[src/wavenc_pkg.sv]
// Package for the WAV PCM16 stream encoder: widths, constants, field codes
// and the float-to-PCM16 conversion function. No dependencies.
`default_nettype none
package wavenc_pkg;
	localparam int MaxChannelsDef = 16;
	localparam int FrameCountBitsDef = 26;
	localparam int HdrLen = 44;
	localparam int HdrIdxW = 6;
	localparam logic [30:0] CntMax = 31'h7FFF_FFFF;
	localparam logic CMD_HEADER = 1'b0;
	localparam logic CMD_SAMPLE = 1'b1;
	localparam logic [1:0] REG_CHANNELS = 2'd0;
	localparam logic [1:0] REG_RATE = 2'd1;
	localparam logic [1:0] REG_FRAMES = 2'd2;
	localparam logic [18:0] RateMin = 19'd8000;

	// Queue entry between front and back
	typedef struct packed {
		logic        is_hdr;
		logic [15:0] pcm;
	} job_t;

	// float bits -> PCM16, clamp to [-1,1], x32768 negative, x32767 else, trunc
	function automatic logic [15:0] f2pcm(input logic [31:0] f);
		logic        sgn;
		logic [7:0]  ex;
		logic [23:0] man;
		logic [39:0] prod;
		logic [39:0] sh;
		logic [15:0] mag;
		logic        rnd;
		sgn = f[31];
		ex = f[30:23];
		man = {1'b1, f[22:0]};
		prod = '0;
		sh = '0;
		mag = '0;
		rnd = 1'b0;
		if (ex == 8'hFF && f[22:0] != 23'd0) begin
			mag = 16'd0;
		end else if (ex >= 8'd127) begin
			mag = sgn ? 16'h8000 : 16'h7FFF;
		end else if (ex < 8'd103) begin
			mag = 16'd0;
		end else begin
			// value = man * 2^(ex-150); product by 32767 or 32768
			prod = sgn ? {man, 15'd0} : ({16'd0, man} * 40'd32767);
			// round the x32767 product to a 24-bit significand, nearest even
			if (!sgn) begin
				if (prod[38]) begin
					rnd = prod[14] && (prod[15] || (prod[13:0] != 14'd0));
					prod = {prod[39:15], 15'd0} + (rnd ? 40'h8000 : 40'd0);
				end else begin
					rnd = prod[13] && (prod[14] || (prod[12:0] != 13'd0));
					prod = {prod[39:14], 14'd0} + (rnd ? 40'h4000 : 40'd0);
				end
			end
			sh = prod >> (8'd150 - ex);
			mag = sh[15:0];
		end
		return sgn ? (16'd0 - mag) : mag;
	endfunction
endpackage
`default_nettype wire

[src/wavenc_front.sv]
// Front end of the WAV encoder: accepts commands, applies the drop limit,
// converts samples and pushes jobs into the queue. Uses wavenc_pkg.
`default_nettype none
module wavenc_front import wavenc_pkg::*; #(
	parameter int FRAME_COUNT_BITS = FrameCountBitsDef
) (
	input  wire logic                        clk,
	input  wire logic                        arst_n,
	input  wire logic                        s_axis_tvalid,
	output logic                             s_axis_tready,
	input  wire logic [31:0]                 s_axis_tdata,
	input  wire logic                        s_axis_tuser,
	input  wire logic [4:0]                  chan,
	input  wire logic [FRAME_COUNT_BITS-1:0] frames,
	output logic                             push,
	output job_t                             push_job,
	input  wire logic                        q_full
);
	logic [30:0] cnt_q;
	logic [FRAME_COUNT_BITS+4:0] total;
	logic acc, drop;

	assign total = frames * chan;
	assign s_axis_tready = !q_full;
	assign acc = s_axis_tvalid && s_axis_tready;
	assign drop = ({{(FRAME_COUNT_BITS+5){1'b0}}, cnt_q} >= {31'd0, total})
		|| (cnt_q == CntMax);
	assign push = acc && (s_axis_tuser == CMD_HEADER || !drop);
	assign push_job.is_hdr = (s_axis_tuser == CMD_HEADER);
	assign push_job.pcm = f2pcm(s_axis_tdata);

	always_ff @(posedge clk or negedge arst_n) begin
		if (!arst_n) begin
			cnt_q <= '0;
		end else if (acc) begin
			if (s_axis_tuser == CMD_HEADER) cnt_q <= '0;
			else if (!drop) cnt_q <= cnt_q + 31'd1;
		end
	end
endmodule
`default_nettype wire

[src/wavenc_back.sv]
// Back end of the WAV encoder: pops jobs and serializes header or sample
// bytes into a registered output stage. Uses wavenc_pkg.
`default_nettype none
module wavenc_back import wavenc_pkg::*; #(
	parameter int FRAME_COUNT_BITS = FrameCountBitsDef
) (
	input  wire logic                        clk,
	input  wire logic                        arst_n,
	input  wire logic                        q_valid,
	input  wire job_t                        q_job,
	output logic                             pop,
	input  wire logic [4:0]                  chan,
	input  wire logic [18:0]                 rate,
	input  wire logic [FRAME_COUNT_BITS-1:0] frames,
	output logic                             m_axis_tvalid,
	input  wire logic                        m_axis_tready,
	output logic [7:0]                       m_axis_tdata,
	output logic                             m_axis_tlast
);
	logic [HdrIdxW-1:0] idx_q;
	logic [7:0] byte_n;
	logic last_n, adv;
	logic [31:0] data_sz, riff_sz, brate;
	logic [15:0] chan16, balign;
	logic [31:0] rate32;

	assign data_sz = 32'((frames * chan) << 1);
	assign riff_sz = data_sz + 32'd36;
	assign brate = 32'((rate * chan) << 1);
	assign chan16 = {11'd0, chan};
	assign balign = {10'd0, chan, 1'b0};
	assign rate32 = {13'd0, rate};

	always_comb begin
		byte_n = 8'd0;
		if (q_job.is_hdr) begin
			case (idx_q)
				6'd0: byte_n = "R"; 6'd1: byte_n = "I"; 6'd2: byte_n = "F";
				6'd3: byte_n = "F";
				6'd4: byte_n = riff_sz[7:0]; 6'd5: byte_n = riff_sz[15:8];
				6'd6: byte_n = riff_sz[23:16]; 6'd7: byte_n = riff_sz[31:24];
				6'd8: byte_n = "W"; 6'd9: byte_n = "A"; 6'd10: byte_n = "V";
				6'd11: byte_n = "E"; 6'd12: byte_n = "f"; 6'd13: byte_n = "m";
				6'd14: byte_n = "t"; 6'd15: byte_n = " ";
				6'd16: byte_n = 8'd16; 6'd20: byte_n = 8'd1;
				6'd22: byte_n = chan16[7:0]; 6'd23: byte_n = chan16[15:8];
				6'd24: byte_n = rate32[7:0]; 6'd25: byte_n = rate32[15:8];
				6'd26: byte_n = rate32[23:16]; 6'd27: byte_n = rate32[31:24];
				6'd28: byte_n = brate[7:0]; 6'd29: byte_n = brate[15:8];
				6'd30: byte_n = brate[23:16]; 6'd31: byte_n = brate[31:24];
				6'd32: byte_n = balign[7:0]; 6'd33: byte_n = balign[15:8];
				6'd34: byte_n = 8'd16;
				6'd36: byte_n = "d"; 6'd37: byte_n = "a"; 6'd38: byte_n = "t";
				6'd39: byte_n = "a";
				6'd40: byte_n = data_sz[7:0]; 6'd41: byte_n = data_sz[15:8];
				6'd42: byte_n = data_sz[23:16]; 6'd43: byte_n = data_sz[31:24];
				default: byte_n = 8'd0;
			endcase
			last_n = (idx_q == HdrIdxW'(HdrLen - 1));
		end else begin
			byte_n = idx_q[0] ? q_job.pcm[15:8] : q_job.pcm[7:0];
			last_n = idx_q[0];
		end
	end

	// output register advances when empty or taken
	assign adv = q_valid && (!m_axis_tvalid || m_axis_tready);
	assign pop = adv && last_n;

	always_ff @(posedge clk or negedge arst_n) begin
		if (!arst_n) begin
			idx_q <= '0;
			m_axis_tvalid <= 1'b0;
		end else begin
			if (adv) begin
				m_axis_tvalid <= 1'b1;
				idx_q <= last_n ? '0 : idx_q + 6'd1;
			end else if (m_axis_tready) begin
				m_axis_tvalid <= 1'b0;
			end
		end
	end

	always_ff @(posedge clk) begin
		if (adv) begin
			m_axis_tdata <= byte_n;
			m_axis_tlast <= last_n;
		end
	end
endmodule
`default_nettype wire

[src/wav_pcm16_stream_encoder.sv]
// Top level of the WAV PCM16 stream encoder: config registers, job queue,
// front and back ends. Uses wavenc_pkg, wavenc_front, wavenc_back.
//
// A header command (tuser 0) yields 44 bytes, a sample command (tuser 1)
// yields two bytes, low byte first, or none once the frame budget is spent.
// The output emits one byte per cycle while the receiver keeps tready high;
// a four-entry job queue lets the input keep accepting while the byte
// serializer drains. tlast marks the final byte of each command.
`default_nettype none
module wav_pcm16_stream_encoder import wavenc_pkg::*; #(
	parameter int MAX_CHANNELS = MaxChannelsDef,
	parameter int FRAME_COUNT_BITS = FrameCountBitsDef
) (
	input  wire logic        clk,
	input  wire logic        arst_n,
	input  wire logic        s_axis_tvalid,
	output logic             s_axis_tready,
	input  wire logic [31:0] s_axis_tdata,  // sample_bits
	input  wire logic        s_axis_tuser,  // command
	output logic             m_axis_tvalid,
	input  wire logic        m_axis_tready,
	output logic [7:0]       m_axis_tdata,  // out_byte
	output logic             m_axis_tlast,
	input  wire logic        cfg_we,
	input  wire logic [1:0]  cfg_addr,
	input  wire logic [25:0] cfg_wdata
);
	localparam int QD = 4;
	localparam logic [4:0] ChMax = (MAX_CHANNELS > 31) ? 5'd31 : 5'(MAX_CHANNELS);

	logic [4:0] chan_q;
	logic [18:0] rate_q;
	logic [FRAME_COUNT_BITS-1:0] frames_q;

	always_ff @(posedge clk or negedge arst_n) begin
		if (!arst_n) begin
			chan_q <= 5'd1;
			rate_q <= RateMin;
			frames_q <= '0;
		end else if (cfg_we) begin
			case (cfg_addr)
				REG_CHANNELS: chan_q <= (cfg_wdata[4:0] == 5'd0) ? 5'd1 :
					(cfg_wdata[4:0] > ChMax) ? ChMax : cfg_wdata[4:0];
				REG_RATE: rate_q <= (cfg_wdata[18:0] < RateMin) ? RateMin : cfg_wdata[18:0];
				REG_FRAMES: frames_q <= cfg_wdata[FRAME_COUNT_BITS-1:0];
				default: ;
			endcase
		end
	end

	job_t q_mem [QD];
	logic [1:0] wp_q, rp_q;
	logic [2:0] cnt_q;
	logic push, pop;
	job_t push_job;

	always_ff @(posedge clk or negedge arst_n) begin
		if (!arst_n) begin
			wp_q <= '0;
			rp_q <= '0;
			cnt_q <= '0;
		end else begin
			if (push) wp_q <= wp_q + 2'd1;
			if (pop) rp_q <= rp_q + 2'd1;
			cnt_q <= cnt_q + {2'd0, push} - {2'd0, pop};
		end
	end

	always_ff @(posedge clk) begin
		if (push) q_mem[wp_q] <= push_job;
	end

	wavenc_front #(.FRAME_COUNT_BITS(FRAME_COUNT_BITS)) u_front (
		.clk, .arst_n, .s_axis_tvalid, .s_axis_tready, .s_axis_tdata,
		.s_axis_tuser, .chan(chan_q), .frames(frames_q), .push, .push_job,
		.q_full(cnt_q == 3'(QD))
	);

	wavenc_back #(.FRAME_COUNT_BITS(FRAME_COUNT_BITS)) u_back (
		.clk, .arst_n, .q_valid(cnt_q != 3'd0), .q_job(q_mem[rp_q]), .pop,
		.chan(chan_q), .rate(rate_q), .frames(frames_q), .m_axis_tvalid,
		.m_axis_tready, .m_axis_tdata, .m_axis_tlast
	);
endmodule
`default_nettype wire

[config.mk]
export PLATFORM = sky130hd
export DESIGN_NAME = wav_pcm16_stream_encoder
export DESIGN_NICKNAME = d
export VERILOG_FILES = /design/src/wavenc_pkg.sv /design/src/wavenc_front.sv /design/src/wavenc_back.sv /design/src/wav_pcm16_stream_encoder.sv
export SDC_FILE = /design/constraint.sdc
export NUM_CORES = 1
export LEC_CHECK = 0
export ABC_AREA = 1
export BUFFER_PORTS_ARGS = -buffer_cell sky130_fd_sc_hd__buf_2
export CAP_MARGIN = 20
export CORE_UTILIZATION = 30
export DETAILED_ROUTE_END_ITERATION = 10
export HOLD_SLACK_MARGIN = 0.1
export PLACE_DENSITY = 0.55
export SLEW_MARGIN = 20
export SYNTH_ARGS = -nofsm -noshare
export SYNTH_HDL_FRONTEND = slang
export SYNTH_SLANG_ARGS = --single-unit
[constraint.sdc]
create_clock -name clk -period 21.4 [get_ports clk]
set_clock_uncertainty 0.15 [all_clocks]
set_input_delay 1.07 -clock clk [delete_from_list [all_inputs] [get_ports clk]]
set_output_delay 1.07 -clock clk [all_outputs]
set_load 0.01 [all_outputs]
## Word level (Yosys, flattened, before mapping)

Memory sizes are Yosys's and may differ from the RTL's.
Cells that the tools add are included.

- Bits in registers: 104
- Latch bits: 0
- Bits in writable memories: 68
- ROM bits: 0
- Input bits: 66
- Output and inout bits: 11
- Word-level logic and storage cells: 133
- Memories kept: 1

Memories:

| memory | words | bits a word | read ports | clocked after memory_dff | wr ports | line | text |
|---|---|---|---|---|---|---|---|
| q_mem | 4 | 17 | 1 | 0 | 1 | wav_pcm16_stream_encoder.sv:51 | `job_t q_mem [QD];` |

- $add $sub $neg: 11
- Multipliers: 4
- Divide/modulo/power cells: 0
- $lt $le $gt $ge: 5
- Equal/unequal tests: 41
- Shift-type cells: 1
- Muxes and demuxes: 27
- Bitwise gates (word level): 1
- Reduce and logical (&&, ||, !) cells: 31

Operator list:

| operator | number |
|---|---|
| $pmux 8 s32 | 1 |
| $mux 40 | 5 |
| $mux 16 | 6 |
| $add 40x40->40 | 2 |
| $mul 26x5->31 | 2 |
| $mux 31 | 2 |
| $eq 6x5->1 const B | 10 |
| $eq 6x6->1 const B | 10 |
| $eq 6x4->1 const B | 8 |
| $shr 40x8->16 | 1 |
| $mul 24x15->39 const B | 1 |
| $mux 39 | 1 |
| $add 32x6->32 const B | 1 |
| $add 31x1->31 const B | 1 |
| $eq 31x31->1 const B | 1 |
| $ge 31x31->1 | 1 |
| $eq 6x3->1 const B | 4 |
| $mul 19x5->24 | 1 |
| $reduce_bool 23->1 | 1 |
| $lt 19x13->1 const B | 1 |
| $mux 19 | 1 |
| $mux 8 | 2 |
| $sub 1x16->16 const A | 1 |
| $mux 15 | 1 |
| 31 further kinds | 56 |

## Depth between registers and ports, before layout

Gate-level depths: netlist (run 1).

- Depth after elaboration: 18
- Mapped depth: 51
- Depth with buffers taken out: 51

## By module

From an unflattened synthesis (run 1), not the netlist that was laid out.

- Cells, all modules: 5,023
- Area total of the unflattened synthesis: 33,951.3 µm²

By module, submodules not included:

| module | instances | cells an instance | area an instance (µm²) | sequential area each (µm²) |
|---|---|---|---|---|
| wavenc_front | 1 | 2,805 | 18,512.8 | 775.7 |
| wavenc_back | 1 | 1,785 | 10,511.3 | 445.4 |
| wav_pcm16_stream_encoder | 1 | 433 | 4,927.2 | 3,477.1 |

## Worst setup path after synthesis (run 1)

Ideal clock, no wire load.

- Kind: input -> register
- Start point: in s_axis_tdata[6]
- End point: mem q_mem[0][8] in the netlist's numbering, data pin
- Setup time: 0.266 ns
- Data arrival time: 7.771 ns
- Data required time: 20.984 ns
- Path slack: 13.213 ns
- Stages: 46
- Path buffers: 0
- Cells stage by stage: fa_1 -> inv_1 -> fa_1 -> fa_1 -> inv_1 -> fa_1 -> inv_1 -> fa_1 -> fa_1 -> inv_1 -> ha_1 -> nand2_1 -> inv_2 -> nand2_1 -> nand2_1 -> inv_1 -> nand3_1 -> nand2_1 -> [... 10 more ...] -> nand2_2 -> nand2_1 -> nand2_1 -> nand2_1 -> nand2_1 -> nand2_1 -> nand2_1 -> nand2_1 -> nand2_1 -> nand2_1 -> nand2_2 -> ha_1 -> inv_1 -> a21oi_1 -> nand3_2 -> nand2_4 -> nand2_2 -> xor2_2

RTL lines:

| element | line | text |
|---|---|---|
| from (decl) | wav_pcm16_stream_encoder.sv:18 | `input wire logic [31:0] s_axis_tdata,` |
| to (decl) | wav_pcm16_stream_encoder.sv:51 |  |

==> results of run 1 <==
==> per-stage QoR <==
step,std cells,hold WS [ns],utilization
floorplan,3978,0.3241,-
global placement,5238,0.3442,0.3216
detailed placement,5238,0.3481,0.3216
CTS,5270,0.3654,0.3276
global route,5270,0.3981,0.3276
finish,5270,0.3614,0.3276
==> flip-flops by register name (all words and copies together), names as in the netlist <==
register              flops
chan_q                    5
cnt_q                     3
frames_q                 26
q_mem                    68
rate_q                   19
rp_q                      2
u_back.idx_q              6
u_back.m_axis_tdata       8
u_back.m_axis_tlast       1
u_back.m_axis_tvalid      1
u_front.cnt_q            31
wp_q                      2
==> cells in the mapped netlist, types with 5 or more instances <==
master                      instances
sky130_fd_sc_hd__a221oi_1           6
sky130_fd_sc_hd__a31oi_1           16
sky130_fd_sc_hd__clkbuf_1          48
sky130_fd_sc_hd__nor2_4             8
sky130_fd_sc_hd__nor4_1             8
sky130_fd_sc_hd__nand2_4            6
sky130_fd_sc_hd__nand2_1          992
sky130_fd_sc_hd__a21o_1             6
sky130_fd_sc_hd__buf_4             17
sky130_fd_sc_hd__nor3_1            35
sky130_fd_sc_hd__clkinv_1           8
sky130_fd_sc_hd__mux2_2            10
sky130_fd_sc_hd__o221ai_1          20
sky130_fd_sc_hd__a21boi_0           5
sky130_fd_sc_hd__buf_6              5
sky130_fd_sc_hd__buf_2              9
sky130_fd_sc_hd__ha_1             218
sky130_fd_sc_hd__o211ai_1           8
sky130_fd_sc_hd__nor2_2            17
sky130_fd_sc_hd__nand3_1          295
sky130_fd_sc_hd__o22ai_1           13
sky130_fd_sc_hd__dfstp_2            7
sky130_fd_sc_hd__nand2_2           43
sky130_fd_sc_hd__xnor2_1           18
sky130_fd_sc_hd__nand4_1           64
sky130_fd_sc_hd__fa_1             296
sky130_fd_sc_hd__o31ai_1            5
sky130_fd_sc_hd__a211oi_1          11
sky130_fd_sc_hd__nor2_1           280
sky130_fd_sc_hd__edfxtp_1          77
sky130_fd_sc_hd__a21oi_1          171
sky130_fd_sc_hd__a2111oi_0          7
sky130_fd_sc_hd__o21ai_0          156
sky130_fd_sc_hd__o21bai_1           8
sky130_fd_sc_hd__xor2_1            40
sky130_fd_sc_hd__dfrtp_1           88
sky130_fd_sc_hd__inv_2             35
sky130_fd_sc_hd__o21ai_1           14
sky130_fd_sc_hd__inv_1            802
sky130_fd_sc_hd__buf_1             11
sky130_fd_sc_hd__nand3_2           25
sky130_fd_sc_hd__o2111ai_1         13
==> worst max-delay path, delay by kind of cell <==
kind                     cells  cell delay (ns)
buffers and inverters        7             0.51
AO/OA/AOI/OAI                1             0.19
XOR/XNOR                     1             0.30
adder cells (fa/ha/maj)      8             3.85
AND/OR/NAND/NOR             27             3.41
==> cells by family after synthesis <==
group	share of synthesized area
AOI/OAI and AO/OA	0.09973
xor gates and xnor gates	0.01844
adders and majority gates	0.3044
buffers and inverters	0.1280
DFF	0.1653
muxes	0.003961
and+or+nand+nor	0.2802
==> worst min-delay path by stage <==
stage	to	cells past startpoint	slack (ns)
5_1_grt	cnt_q[0]	1	0.40
3_3_place_gp	cnt_q[0]	1	0.34
6_report	cnt_q[0]	1	0.36
3_5_place_dp	cnt_q[0]	1	0.35
4_1_cts	cnt_q[0]	1	0.37
2_1_floorplan	u_front.cnt_q[25]	1	0.32
==> area by class of cell <==
type                            instances  area share
Timing Repair Buffer                   98     0.01787
Inverter                              845      0.1034
Multi-Input combinational cell       2869      0.6561
Clock inverter                         13    0.004121
Tap cell                             1254     0.05117
Sequential cell                       172      0.1532
Clock buffer                           19     0.01412
==> routing by layer <==
layer	routed length [microns]	part of all wire	vias up	GRT usage
met1	40960	0.48	12170	0.2583
met4	1437	0.017	0	0.03712
met2	40110	0.47	583	0.3077
li1	-	-	12610	-
met5	0	0	-	0
met3	3669	0.043	68	0.01735
==> flow_summary.rst, run 1 <==
.. list-table::
   :header-rows: 1

   * - Metric
     - Value
   * - Crit. End Element
     - register
   * - Clock sinks
     - between 150 and 200
   * - Worst hold path startpoint
     - cnt_q[0]
   * - FMAX
     - ~0.11 GHz
   * - Area post-placement
     - roughly 30,000 sq um
   * - Total Die Area
     - 96,000 sq um
   * - Finished layout cell area
     - between 30,000 and 40,000 sq um
   * - Most used cell, CP
     - sky130_fd_sc_hd__nand2_1
   * - Root cell of the clock tree
     - sky130_fd_sc_hd__clkbuf_16
   * - Worst Hold Class
     - register to register
   * - Num CTS Buffers
     - 17
   * - Number of cells upsized or downsized after cts
     - 0
   * - First-pass GRT wire length
     - roughly 140,000 microns
   * - Post-synth EDFFs
     - 77
   * - TritonCTS clock tree
     - done
   * - Final number of hold-violating endpoints
     - 0
   * - First-pass DRT Iterations
     - 9
   * - Worst-case headroom to the max-slew limit
     - 0.3051
   * - Mapped Cells
     - ~4,000
   * - Result of the run
     - completed
   * - Wire length per cell after detailed routing
     - ~16 microns
   * - Commonest cells after routing, fill and taps aside
     - sky130_fd_sc_hd__nand2_1, sky130_fd_sc_hd__inv_1, sky130_fd_sc_hd__fa_1
   * - Number of buffers on the longest clock path
     - 2
   * - Port Buf Inserts
     - 76
   * - Sort of element at the start of the critical path
     - input port
   * - Worst-skew pair later-pin latency
     - ~0.47 ns
   * - Layout overhead on the synthesized area
     - 7.860%
   * - CP Class
     - input port to register
   * - R2r endpoint
     - u_front.cnt_q[25]
   * - CTS hold repair buffers
     - 0
   * - Reg2reg setup slack
     - between 10 and 15 ns
   * - Library cell occupying the most area in the post-synthesis netlist
     - sky130_fd_sc_hd__fa_1
   * - Final critical delay including setup and external delays
     - between 9 and 10 ns
   * - Slack of the critical path
     - ~12 ns
   * - Number of antenna violations at the first check in global routing
     - 0
   * - Yosys top cell area share
     - 0.2084
   * - Number of flip-flops and latches in the synthesized netlist
     - 172
   * - Seq/Total Area, Yosys
     - 0.1653
   * - Commonest non-fill, non-tap cell in the layout
     - sky130_fd_sc_hd__nand2_1
   * - Critical Path RT
     - about 22 ns
   * - Slowest cell on crit path
     - sky130_fd_sc_hd__nor2_1
   * - Final Cycle Share
     - 0.4329
   * - Final setup fails
     - 0
   * - Primary flip-flop cell chosen by synthesis mapping
     - sky130_fd_sc_hd__dfrtp_1
   * - Weighted congestion at the end of routability-driven global placement
     - roughly 0.95
   * - Core Area
     - approximately 94,000 sq um
   * - Slew @ Worst Pin
     - between 1 and 1.5 ns
   * - Setup fix buffers added after clock tree synthesis
     - 0
   * - CTS H-Tree Depth
     - 4
   * - Launch instance of the worst register-to-register path
     - chan_q[4]
   * - Worst Path Arrival
     - between 9 and 10 ns
   * - YS warnings
     - 0
   * - Area used by multi-input combinational logic
     - 20,120 sq um
   * - Number of violations reported at the end of detailed-routing iteration 0
     - around 1,800
   * - Max Cap Viol
     - 0
   * - Longest individual stage delay on the worst path
     - 0.71 ns
   * - Vias in the first global route
     - 25,110
   * - Final ANT Viol Nets
     - 0
   * - Proportion of layout cells with a drive suffix above 1
     - 0.07694
   * - Chip Height
     - between 300 and 400 microns
   * - Starting density of the core
     - 0.3037
   * - Worst slack, placed
     - about 12 ns
   * - Final net count
     - 4,583
   * - Number of library cell types mapped by synthesis
     - just over 70
   * - Share of flip-flops with an asynchronous set or reset
     - 0.5523
   * - Number of ports placed on the die boundary
     - between 70 and 80
   * - Biggest fanout along the worst timing path
     - 11
   * - Slew Viols, Final
     - 0
   * - Fill cells
     - roughly 10,000
   * - Post-DR vias/cell
     - around 4.8
   * - Die outline width
     - between 300 and 400 microns
   * - Total vias in the final route
     - 25,430
   * - Critical Path Start
     - s_axis_tdata[6]
   * - Synth Cell Area
     - ~28,000 sq um
   * - Mapped Nets
     - between 4,000 and 5,000
   * - Endpoint of the most critical setup path
     - q_mem[1][6]
   * - Largest net degree at the start of global routing
     - 58
   * - Post-Route WL
     - between 80,000 and 90,000 microns
   * - Total half-perimeter wirelength after legalization and detailed placement
     - between 70,000 and 80,000 microns
   * - Aggregate global routing overflow
     - 0
   * - RSZ-0062 raised after global routing
     - no
   * - Post-route DRC violation count
     - 0
   * - Total GRT Usage
     - 0.1844
   * - Cell count of the worst reg-to-reg path
     - 42
   * - Final TNS setup
     - 0 ns
   * - Clock-pin slew of the registers on the worst-case setup and hold paths
     - 0.08 ns
   * - Rows
     - 112
   * - Count of inserted antenna diode cells
     - 0
   * - Post-synthesis average cell area
     - 7.147 sq um
   * - Dominant cells by area after synthesis
     - sky130_fd_sc_hd__fa_1, sky130_fd_sc_hd__nand2_1, sky130_fd_sc_hd__inv_1, sky130_fd_sc_hd__ha_1, sky130_fd_sc_hd__edfxtp_1
   * - Area of all sequential standard cells
     - 4698 sq um
Power of run 1 is not shown: default switching activity piles up to over one toggle a cycle in this logic, so the estimate is an artifact.
==> run 2, diff against run 1 <==
Clock period 21.4 ns to 9.61 ns, I/O delays scaled along.
==> run 2 against run 1 <==
Worst setup slack lost 11 ns. Non-clock buffer count rose by 15. Hold slack got worse by 0.20 ns. Highest routed layer unchanged.
==> flow_summary.rst, run 2 (synthesized netlist as in run 1, its figures left out) <==
.. list-table::
   :header-rows: 1

   * - Metric
     - Value
   * - Final number of hold-violating endpoints
     - 0
   * - Worst hold path startpoint
     - cfg_wdata[3]
   * - Critical Path RT
     - about 10 ns
   * - Chip Height
     - 309.8 microns
   * - Commonest non-fill, non-tap cell in the layout
     - sky130_fd_sc_hd__nand2_1
   * - Final Cycle Share
     - 0.9116
   * - R2r endpoint
     - u_front.cnt_q[25]
   * - Die outline width
     - 309.8 microns
   * - Count of inserted antenna diode cells
     - 0
   * - Port Buf Inserts
     - 76
   * - Proportion of layout cells with a drive suffix above 1
     - 0.07864
   * - Wire length per cell after detailed routing
     - about 16 microns
   * - Aggregate global routing overflow
     - 0
   * - Result of the run
     - completed
   * - Starting density of the core
     - 0.3037
   * - Slowest cell on crit path
     - sky130_fd_sc_hd__dfrtp_2
   * - Layout overhead on the synthesized area
     - 8.516%
   * - Launch instance of the worst register-to-register path
     - chan_q[2]
   * - Total vias in the final route
     - roughly 25,000
   * - Final critical delay including setup and external delays
     - slightly below 9 ns
   * - Final setup fails
     - 0
   * - Fill cells
     - a little over 10,000
   * - Crit. End Element
     - register
   * - First-pass DRT Iterations
     - 6
   * - Longest individual stage delay on the worst path
     - about 0.70 ns
   * - Total GRT Usage
     - 0.1874
   * - Clock sinks
     - roughly 170
   * - TritonCTS clock tree
     - done
   * - Final ANT Viol Nets
     - 0
   * - Number of violations reported at the end of detailed-routing iteration 0
     - 1,866
   * - Biggest fanout along the worst timing path
     - 25
   * - Core Area
     - 93,610 sq um
   * - RSZ-0062 raised after global routing
     - no
   * - Number of antenna violations at the first check in global routing
     - 0
   * - Slew Viols, Final
     - 0
   * - Setup fix buffers added after clock tree synthesis
     - 0
   * - Max Cap Viol
     - 0
   * - FMAX
     - 0.1141 GHz
   * - First-pass GRT wire length
     - ~140,000 microns
   * - Flip-flop count of the largest register, all copies and words added
     - between 60 and 70
   * - Number of buffers on the longest clock path
     - 2
   * - Cell count of the worst reg-to-reg path
     - between 40 and 50
   * - Commonest cells after routing, fill and taps aside
     - sky130_fd_sc_hd__nand2_1, sky130_fd_sc_hd__inv_1, sky130_fd_sc_hd__fa_1
   * - Final TNS setup
     - 0 ns
   * - Worst hold slack after final layout
     - approximately 0.16 ns
   * - Worst-case headroom to the max-slew limit
     - 0.3031
   * - Num CTS Buffers
     - 17
   * - Number of ports placed on the die boundary
     - 77
   * - Reg2reg setup slack
     - roughly 0.85 ns
   * - Slew @ Worst Pin
     - about 1.0 ns
   * - Weighted congestion at the end of routability-driven global placement
     - between 0.9 and 1
   * - Sort of element at the start of the critical path
     - register
   * - Worst Hold Class
     - input port to register
   * - Total half-perimeter wirelength after legalization and detailed placement
     - between 70,000 and 80,000 microns
   * - Worst-skew pair later-pin latency
     - roughly 0.47 ns
   * - Total Die Area
     - 96,000 sq um
   * - Post-route DRC violation count
     - 0
   * - CTS H-Tree Depth
     - 4
   * - Endpoint of the most critical setup path
     - u_front.cnt_q[25]
   * - Post-Route WL
     - a little under 90,000 microns
   * - Registers with the most flip-flops
     - q_mem: 68 flops, u_front.cnt_q: 31 flops, frames_q: 26 flops
   * - Clock-pin slew of the registers on the worst-case setup and hold paths
     - about 0.070 ns
   * - CP Class
     - register to register
   * - Vias in the first global route
     - about 26,000
   * - Rows
     - between 100 and 150
   * - Register containing the most flip-flops in the final layout
     - q_mem
   * - Critical Path Start
     - chan_q[2]
   * - Largest net degree at the start of global routing
     - 51
   * - Final net count
     - ~4,600
   * - Worst Path Arrival
     - 8.99 ns
   * - Root cell of the clock tree
     - sky130_fd_sc_hd__clkbuf_16
   * - Post-DR vias/cell
     - ~4.8
[run 2: layer usage]
metal | global-route usage | routed length [microns]
met5 | 0 | 0
met3 | 0.01605 | 3816
met4 | 0.03036 | 1020
met2 | 0.3192 | 41280
met1 | 0.2611 | 40670
[run 2: how the worst min path moves through the flow]
stage | cells past startpoint | end
6_report | 3 | rate_q[3]
5_1_grt | 2 | frames_q[5]
4_1_cts | 2 | frames_q[5]
3_5_place_dp | 1 | u_back.idx_q[5]
3_3_place_gp | 1 | cnt_q[0]
2_1_floorplan | 0 | chan_q[1]
[run 2: worst max-delay path: cells and delay by family, from the launching register on]
family | cells | cell delay [ns]
flops | 1 | 0.70
simple gates | 12 | 1.61
fa+ha+maj | 5 | 2.23
buf+inv | 6 | 0.61
xor+xnor | 1 | 0.39
compound gates | 17 | 2.98
[run 2: through the flow]
stage	cells	setup WS, ns	util	cell area (sq um)
2_1_floorplan	3978	2.013	-	28430
3_3_place_gp	5244	0.5444	0.3221	30150
3_5_place_dp	5244	0.4913	0.3221	30150
4_1_cts	5285	0.5182	0.3296	30850
5_1_grt	5285	0.007053	0.3296	30850
6_report	5285	0.8494	0.3296	30850
[run 2: layout make-up]
type                    instances  area (sq um)  area share
well taps                    1254          1569     0.05086
flip-flops and latches        172          4700      0.1523
repair buffers                113         683.2     0.02214
clock inverters                14         180.2    0.005840
inverters                     845          3172      0.1028
clock buffers                  18         429.2     0.01391
multi-input cells            2869         20120      0.6521
[run 2: what timing repair did]
action | 4_1_cts | 5_1_grt
endpoints found under the hold margin | 48 | 0
hold buffers | 9 | 0
gates resized for setup | 0 | 1
endpoints found under the setup margin | 0 | 2
Power of run 2 is left out for the same reason.
